File: config.mk
export PLATFORM = sky130hd
export DESIGN_NAME = date_add_days_top
export DESIGN_NICKNAME = d
export VERILOG_FILES = /design/src/hdl/dad_pkg.sv /design/src/hdl/dad_accum.sv /design/src/hdl/date_add_days_top.sv
export SDC_FILE = /design/constraint.sdc
export NUM_CORES = 1
export LEC_CHECK = 0
export ABC_AREA = 1
export BUFFER_PORTS_ARGS = -buffer_cell sky130_fd_sc_hd__buf_2
export CAP_MARGIN = 30
export CORE_ASPECT_RATIO = 1.4
export CORE_MARGIN = 3
export CORE_UTILIZATION = 60
export CTS_CLUSTER_SIZE = 10
export DETAILED_ROUTE_END_ITERATION = 7
export PLACE_DENSITY = 0.78
export SKIP_LAST_GASP = 1
export SLEW_MARGIN = 15
export SYNTH_ARGS = -nofsm -noshare
export SYNTH_HDL_FRONTEND = slang
export SYNTH_SLANG_ARGS = --single-unit
File: constraint.sdc
create_clock -name clk -period 5.77 [get_ports clk]
set_input_delay 0 -clock clk [delete_from_list [all_inputs] [get_ports clk]]
set_output_delay 0 -clock clk [all_outputs]
set_load 0.005 [all_outputs]
File: src/hdl/dad_pkg.sv
// ----------------------------------------------------------------------------
// Date adder package
// Shared constants, calendar functions and the control word of the
// accumulate unit used by the date adder.
// ----------------------------------------------------------------------------
package dad_pkg;

  // Calendar window handled by the block.
  localparam logic [11:0] YEAR_FIRST = 12'd1970;
  localparam logic [11:0] YEAR_LAST  = 12'd2099;
  localparam logic [3:0]  MONTH_LAST = 4'd12;

  // Day count since 1.1.1970 tops out near 113000, so 17 bits suffice.
  localparam int SERIAL_W = 17;
  // A year or month length is at most 366.
  localparam int LEN_W = 9;

  localparam logic [LEN_W-1:0] DAYS_COMMON_YEAR = 9'd365;
  localparam logic [LEN_W-1:0] DAYS_FEB_COMMON  = 9'd28;

  // Control word of the shared add / subtract unit.
  typedef struct packed {
    logic             sub;
    logic [LEN_W-1:0] len;
  } dad_op_t;

  // Leap rule. Inside 1970..2099 the century exception never applies
  // (2000 is divisible by 400), so divisibility by four is exact.
  function automatic logic is_leap(input logic [11:0] year);
    is_leap = (year[1:0] == 2'b00);
  endfunction

  function automatic logic [LEN_W-1:0] year_len(input logic [11:0] year);
    year_len = DAYS_COMMON_YEAR + LEN_W'(is_leap(year));
  endfunction

  // Month must be 1..12; February grows by one day in leap years.
  function automatic logic [LEN_W-1:0] month_len(input logic [3:0] month,
                                                input logic [11:0] year);
    logic [LEN_W-1:0] len;
    len = 9'd31;
    case (month)
      4'd2: len = DAYS_FEB_COMMON + LEN_W'(is_leap(year));
      4'd4, 4'd6, 4'd9, 4'd11: len = 9'd30;
      default: len = 9'd31;
    endcase
    month_len = len;
  endfunction

endpackage

File: src/hdl/dad_accum.sv
// ----------------------------------------------------------------------------
// Date adder accumulate unit
// Shared adder / subtractor with a compare, used by every step of the
// date adder's sequencer.
// ----------------------------------------------------------------------------
module dad_accum (
  input  dad_pkg::dad_op_t             op,
  input  logic [dad_pkg::SERIAL_W-1:0] acc,
  output logic [dad_pkg::SERIAL_W-1:0] result,
  output logic                         ge
);
  import dad_pkg::*;

  logic [SERIAL_W-1:0] len_ext;

  // One wide add or subtract, plus the compare that gates a subtract.
  assign len_ext = SERIAL_W'(op.len);
  assign ge      = (acc >= len_ext);
  assign result  = op.sub ? (acc - len_ext) : (acc + len_ext);

endmodule

File: src/hdl/date_add_days_top.sv
// ----------------------------------------------------------------------------
// Date adder top level
// Adds a day count to a Gregorian date between 1970 and 2099.
// ----------------------------------------------------------------------------
// Usage:
//   The input channel carries one beat per request: start_day, start_month,
//   start_year and days_to_add. An out-of-range start is taken as 1.1.1970.
//   The output channel carries one beat per request: end_day, end_month,
//   end_year. A result past 2099 is reported as 1.1.1970.
//   Sequence: the start date is turned into a day count one year and then one
//   month per cycle, and the count is turned back into a date the same way,
//   all through a single shared add / compare unit. in_stall stays high until
//   the result has moved into the output register.
//   The result sits in an output register, so a new request is taken as soon
//   as the sequencer is free, even while that result waits. If the receiver
//   keeps out_stall high, the next result waits in the sequencer.
//   Reset clears the sequencer and out_valid; no beat is lost or repeated.
// ----------------------------------------------------------------------------
module date_add_days_top (
  input  logic        clk,
  input  logic        rst,
  input  logic        in_valid,
  output logic        in_stall,
  input  logic [4:0]  start_day,
  input  logic [3:0]  start_month,
  input  logic [11:0] start_year,
  input  logic [15:0] days_to_add,
  output logic        out_valid,
  input  logic        out_stall,
  output logic [4:0]  end_day,
  output logic [3:0]  end_month,
  output logic [11:0] end_year
);
  import dad_pkg::*;

  localparam logic [2:0] S_IDLE = 3'd0;
  localparam logic [2:0] S_YACC = 3'd1;
  localparam logic [2:0] S_MACC = 3'd2;
  localparam logic [2:0] S_YDEC = 3'd3;
  localparam logic [2:0] S_MDEC = 3'd4;
  localparam logic [2:0] S_HOLD = 3'd5;

  logic [2:0]          state, state_next;
  logic [SERIAL_W-1:0] serial, serial_next;
  logic [11:0]         yr, yr_next;
  logic [3:0]          mo, mo_next;
  logic [11:0]         tgt_y, tgt_y_next;
  logic [3:0]          tgt_m, tgt_m_next;
  logic [4:0]          res_d, res_d_next;
  logic [3:0]          res_m, res_m_next;
  logic [11:0]         res_y, res_y_next;
  logic                out_load;

  dad_op_t             op;
  logic [SERIAL_W-1:0] alu_result;
  logic                alu_ge;
  logic                in_ok;
  logic                in_beat;

  assign in_stall = (state != S_IDLE);
  assign in_beat  = in_valid && !in_stall;
  assign out_load = (state == S_HOLD) && (!out_valid || !out_stall);

  // Range check of the start date.
  assign in_ok = (start_day != 5'd0) && (start_month != 4'd0) &&
                 (start_month <= MONTH_LAST) &&
                 (start_year >= YEAR_FIRST) && (start_year <= YEAR_LAST);

  // Length fed to the shared unit, chosen by the current step.
  always_comb begin
    op.sub = 1'b0;
    op.len = year_len(yr);
    unique case (state)
      S_YACC: begin
        op.sub = 1'b0;
        op.len = year_len(yr);
      end
      S_MACC: begin
        op.sub = 1'b0;
        op.len = month_len(mo, tgt_y);
      end
      S_YDEC: begin
        op.sub = 1'b1;
        op.len = year_len(yr);
      end
      S_MDEC: begin
        op.sub = 1'b1;
        op.len = month_len(mo, yr);
      end
      default: begin
        op.sub = 1'b0;
        op.len = year_len(yr);
      end
    endcase
  end

  dad_accum u_accum (
    .op     (op),
    .acc    (serial),
    .result (alu_result),
    .ge     (alu_ge)
  );

  // Sequencer: count the start up to a day number, then peel it back down.
  always_comb begin
    state_next  = state;
    serial_next = serial;
    yr_next     = yr;
    mo_next     = mo;
    tgt_y_next  = tgt_y;
    tgt_m_next  = tgt_m;
    res_d_next  = res_d;
    res_m_next  = res_m;
    res_y_next  = res_y;
    unique case (state)
      S_IDLE: begin
        if (in_beat) begin
          yr_next    = YEAR_FIRST;
          mo_next    = 4'd1;
          state_next = S_YACC;
          if (in_ok) begin
            tgt_y_next  = start_year;
            tgt_m_next  = start_month;
            serial_next = SERIAL_W'(start_day - 5'd1) + SERIAL_W'(days_to_add);
          end else begin
            tgt_y_next  = YEAR_FIRST;
            tgt_m_next  = 4'd1;
            serial_next = SERIAL_W'(days_to_add);
          end
        end
      end
      S_YACC: begin
        if (yr == tgt_y) begin
          state_next = S_MACC;
        end else begin
          serial_next = alu_result;
          yr_next     = yr + 12'd1;
        end
      end
      S_MACC: begin
        if (mo == tgt_m) begin
          yr_next    = YEAR_FIRST;
          state_next = S_YDEC;
        end else begin
          serial_next = alu_result;
          mo_next     = mo + 4'd1;
        end
      end
      S_YDEC: begin
        if (alu_ge) begin
          serial_next = alu_result;
          yr_next     = yr + 12'd1;
          if (yr == YEAR_LAST) begin
            // Result runs past the last year: report the epoch date.
            res_d_next = 5'd1;
            res_m_next = 4'd1;
            res_y_next = YEAR_FIRST;
            state_next = S_HOLD;
          end
        end else begin
          mo_next    = 4'd1;
          state_next = S_MDEC;
        end
      end
      S_MDEC: begin
        if ((mo < MONTH_LAST) && alu_ge) begin
          serial_next = alu_result;
          mo_next     = mo + 4'd1;
        end else begin
          res_d_next = serial[4:0] + 5'd1;
          res_m_next = mo;
          res_y_next = yr;
          state_next = S_HOLD;
        end
      end
      S_HOLD: begin
        if (out_load) begin
          state_next = S_IDLE;
        end
      end
      default: begin
        state_next = S_IDLE;
      end
    endcase
  end

  // Control registers.
  always_ff @(posedge clk) begin
    if (rst) begin
      state     <= S_IDLE;
      out_valid <= 1'b0;
    end else begin
      state <= state_next;
      if (out_load) begin
        out_valid <= 1'b1;
      end else if (out_valid && !out_stall) begin
        out_valid <= 1'b0;
      end
    end
  end

  // Datapath registers and the output register.
  always_ff @(posedge clk) begin
    serial <= serial_next;
    yr     <= yr_next;
    mo     <= mo_next;
    tgt_y  <= tgt_y_next;
    tgt_m  <= tgt_m_next;
    res_d  <= res_d_next;
    res_m  <= res_m_next;
    res_y  <= res_y_next;
    if (out_load) begin
      end_day   <= res_d;
      end_month <= res_m;
      end_year  <= res_y;
    end
  end

  // An accepted beat always starts the year count.
  a_start: assert property (@(posedge clk) disable iff (rst)
    in_beat |=> (state == S_YACC))
    else $error("accepted beat did not start the sequencer");

  // The decode never walks past the last supported year.
  a_year_bound: assert property (@(posedge clk) disable iff (rst)
    (state == S_YDEC) |-> (yr >= YEAR_FIRST && yr <= YEAR_LAST))
    else $error("year cursor out of range during decode");

  // Once the years are peeled off, less than one year of days remains.
  a_month_rest: assert property (@(posedge clk) disable iff (rst)
    (state == S_MDEC) |-> (serial < SERIAL_W'(366)))
    else $error("remaining day count too large in month decode");

  // A delivered month is always a real month.
  a_month_out: assert property (@(posedge clk) disable iff (rst)
    out_valid |-> (end_month >= 4'd1 && end_month <= MONTH_LAST))
    else $error("result month out of range");

endmodule
==> metrics.txt <==
status complete, no violations; vias per cell 5.819; asr flop ratio synth 0%; post-route DRC violation count 0; initial antenna violation count 0; ANT cells 0; Total GRT Usage 30.27%; total number of vias 6145; Mapped Cells 838; Power per Cell Area 487.6 nW/um2; Final period util 61.74%; final setup skew 10.03 ps; hold endpoint tgt_y[0]$_SDFFCE_PN0P_; TritonCTS Buffers 9; setup violators final 0; drt pass-1 iters 5; clk slew on worst S/H paths 70 ps; I/O pin count 64; clk_lat worst skew 340 ps; most frequent cells in the layout nand2_1 (206), inv_1 (112), nor2_1 (102); Reg2Reg Capture Point mo[2]$_SDFFCE_PN0P_; HP Start start_year[0]; Setup Buffers After CTS 0; Avg WL per Cell 17.16 um; Die Ht 129.9 um; Hold Vio Cnt, Final 0; Hold Path Depth 3; most used flip-flop cell after synthesis edfxtp_1; DIE AREA 12270 um2; sequential cell area 2813 um2; CTS max path bufs 2; Layout Area Growth over Synthesis 12.54%; crit path launch type flip-flop; htree depth 3; Reg-to-Reg Start state[0]$_SDFFE_PP0P_; maximum VDD drop 0.3107 mV; Initial Utilization 62.55%; reg-to-reg slack, setup 2210 ps; Post-DRT Antenna Nets 0; Final Cell Area 7402 um2; setup ws final 2207 ps; EDFF count, synth 91; FF+latch count, synth 95; Slew Viols, Final 0; most common cell after layout, fill and taps aside nand2_1; total core area 10520 um2; sequential cell area fraction in the yosys report 42.76%; critical path peak fanout 17; GRT overflow 0; Critical Path RT 5750 ps; Max Cap Violations 0; layout cells sized above 1 12.31%; WS Path Type reg2reg; leakage power 3.373 nW; Mapped Area 6578 um2; worst hold-check path type in2reg; Avg Cell Area, Syn 7.849 um2; hold buffers post-CTS 7; root buffer cell clkbuf_16; R2R depth 16; Tmin final 3563 ps; synthesized net count 918; library cells used by synthesis 43; Slew headroom 58.87%; Die W 94.49 um; Final nets 993; largest net degree at the start of global routing 28; first-pass GRT wire length 28500 um; post-CTS sizing 0; CP Data Arrival Time 3540 ps; DRT iter0 DRCs 399; vias in the first global route 6020; Syn. warnings 0; Fin Setup TNS 0 ps; worst slew pin tran 610.4 ps; Placed Area 7047 um2; Clock Sinks 95; detailed placer's ending HPWL 13740 um; fillcell total 852; Rows 44; gpl congestion 0.9761; multi-input logic area 3249 um2; CTS tree done; final wirelength 18120 um; port bufs 63; CP endpoint kind flip-flop; Fmax achieved 280.7 MHz; unrepaired setup endpoints after global routing no; Setup WS pre-CTS 2201 ps
-- cell families after synthesis --
group	after synthesis	synth area share (%)
simple gates	426	27.56
buf+inv	132	7.913
compound gates	116	9.987
flops	95	42.76
fa+ha+maj	39	7.761
xor+xnor	29	3.861
mux	1	0.1522
-- synth_stat cells, types with 2 or more instances --
master	instances	area share (%)
nand2_1	206	12
inv_1	112	6.4
nor2_1	102	5.8
edfxtp_1	91	42
nand3_1	65	4.9
o21ai_0	47	3.6
a21oi_1	38	2.9
ha_1	36	6.8
nor3_1	19	1.4
xnor2_1	16	2.1
xor2_1	13	1.7
nand4_1	9	0.86
buf_2	7	0.53
inv_2	7	0.40
o21ai_1	6	0.46
a21o_1	5	0.57
nand3_2	5	0.76
o21bai_1	5	0.57
or2_2	5	0.48
dfxtp_1	4	1.2
nor4_1	4	0.38
o211ai_1	4	0.46
fa_1	3	0.91
nand2_2	3	0.29
nor2_2	3	0.29
buf_4	2	0.23
clkbuf_1	2	0.11
o2111ai_1	2	0.27
o22ai_1	2	0.19
or2_1	2	0.19
-- how the worst max path moves through the flow --
| stage | start | endpoint | slack, ps | cells past startpoint |
|---|---|---|---|---|
| floorplan | state[2]$_SDFFE_PP0P_ | res_d[0]$_SDFFCE_PN1P_ | 1570 | 16 |
| global placement | state[0]$_SDFFE_PP0P_ | mo[1]$_SDFFCE_PN0P_ | 2360 | 16 |
| detailed placement | state[0]$_SDFFE_PP0P_ | mo[2]$_SDFFCE_PN0P_ | 2200 | 16 |
| CTS | state[0]$_SDFFE_PP0P_ | mo[0]$_SDFFCE_PN1P_ | 2170 | 16 |
| global route | state[0]$_SDFFE_PP0P_ | mo[0]$_SDFFCE_PN1P_ | 1730 | 16 |
| finish | state[0]$_SDFFE_PP0P_ | mo[2]$_SDFFCE_PN0P_ | 2210 | 16 |
-- metrics by stage --
stage | power, W | utilization [%] | hold slack [ps] | std cells
floorplan | 0.002452 | - | 69.07 | 838
global placement | 0.002957 | 67.02 | 176.2 | 1033
detailed placement | 0.002996 | 67.02 | 200.7 | 1033
CTS | 0.003580 | 70.40 | 1.216 | 1056
global route | 0.003859 | 70.40 | 18.56 | 1056
finish | 0.003609 | 70.40 | 12.68 | 1056
-- metal layers --
metal / GRT usage [%] / vias to the layer above / part of all wire, % / wire, um
met4: 15.21 / 0 / 5.0 / 914
li1: - / 2934 / - / -
met2: 59.49 / 286 / 55 / 9874
met5: 0 / - / 0 / 0
met1: 30.53 / 2847 / 35 / 6286
met3: 3.979 / 78 / 5.7 / 1041
-- critical path, cell delays in order (launching register included) --
cell and delay (ps):
dfxtp_1 410, nor2_1 100, nand2_2 290, nand2_1 210, o21ai_0 540, ha_1 370
inv_1 100, nand2_1 50, nor2_1 90, nand3_1 100, inv_1 80, nor2_2 50
nand2_1 140, nand2_1 70, nand2_1 50, o21ai_0 110, nor3_1 420
-- registers in the layout (all words and copies together), names as in the netlist, 5 cells and up --
signal and cells:
res_y 12, res_d 5, end_year 12, end_day 5
tgt_y 12, serial 17, yr 12
-- layout make-up --
type,count,area share (%)
Clock buffer,11,3.279
Clock inverter,5,0.5747
Inverter,120,6.102
Multi-Input combinational cell,611,43.90
Sequential cell,95,38.00
Tap cell,138,2.333
Timing Repair Buffer,76,5.815
-- where the power goes --
| part | internal, W | leakage, nW | total (W) | switching, W |
|---|---|---|---|---|
| clock | 0.000309 | 0.137 | 0.000569 | 0.000260 |
| sequential | 0.00101 | 0.861 | 0.00120 | 0.000182 |
| combinational | 0.000576 | 2.38 | 0.00184 | 0.00127 |
No activity file was read; power rests on OpenSTA's default activity.
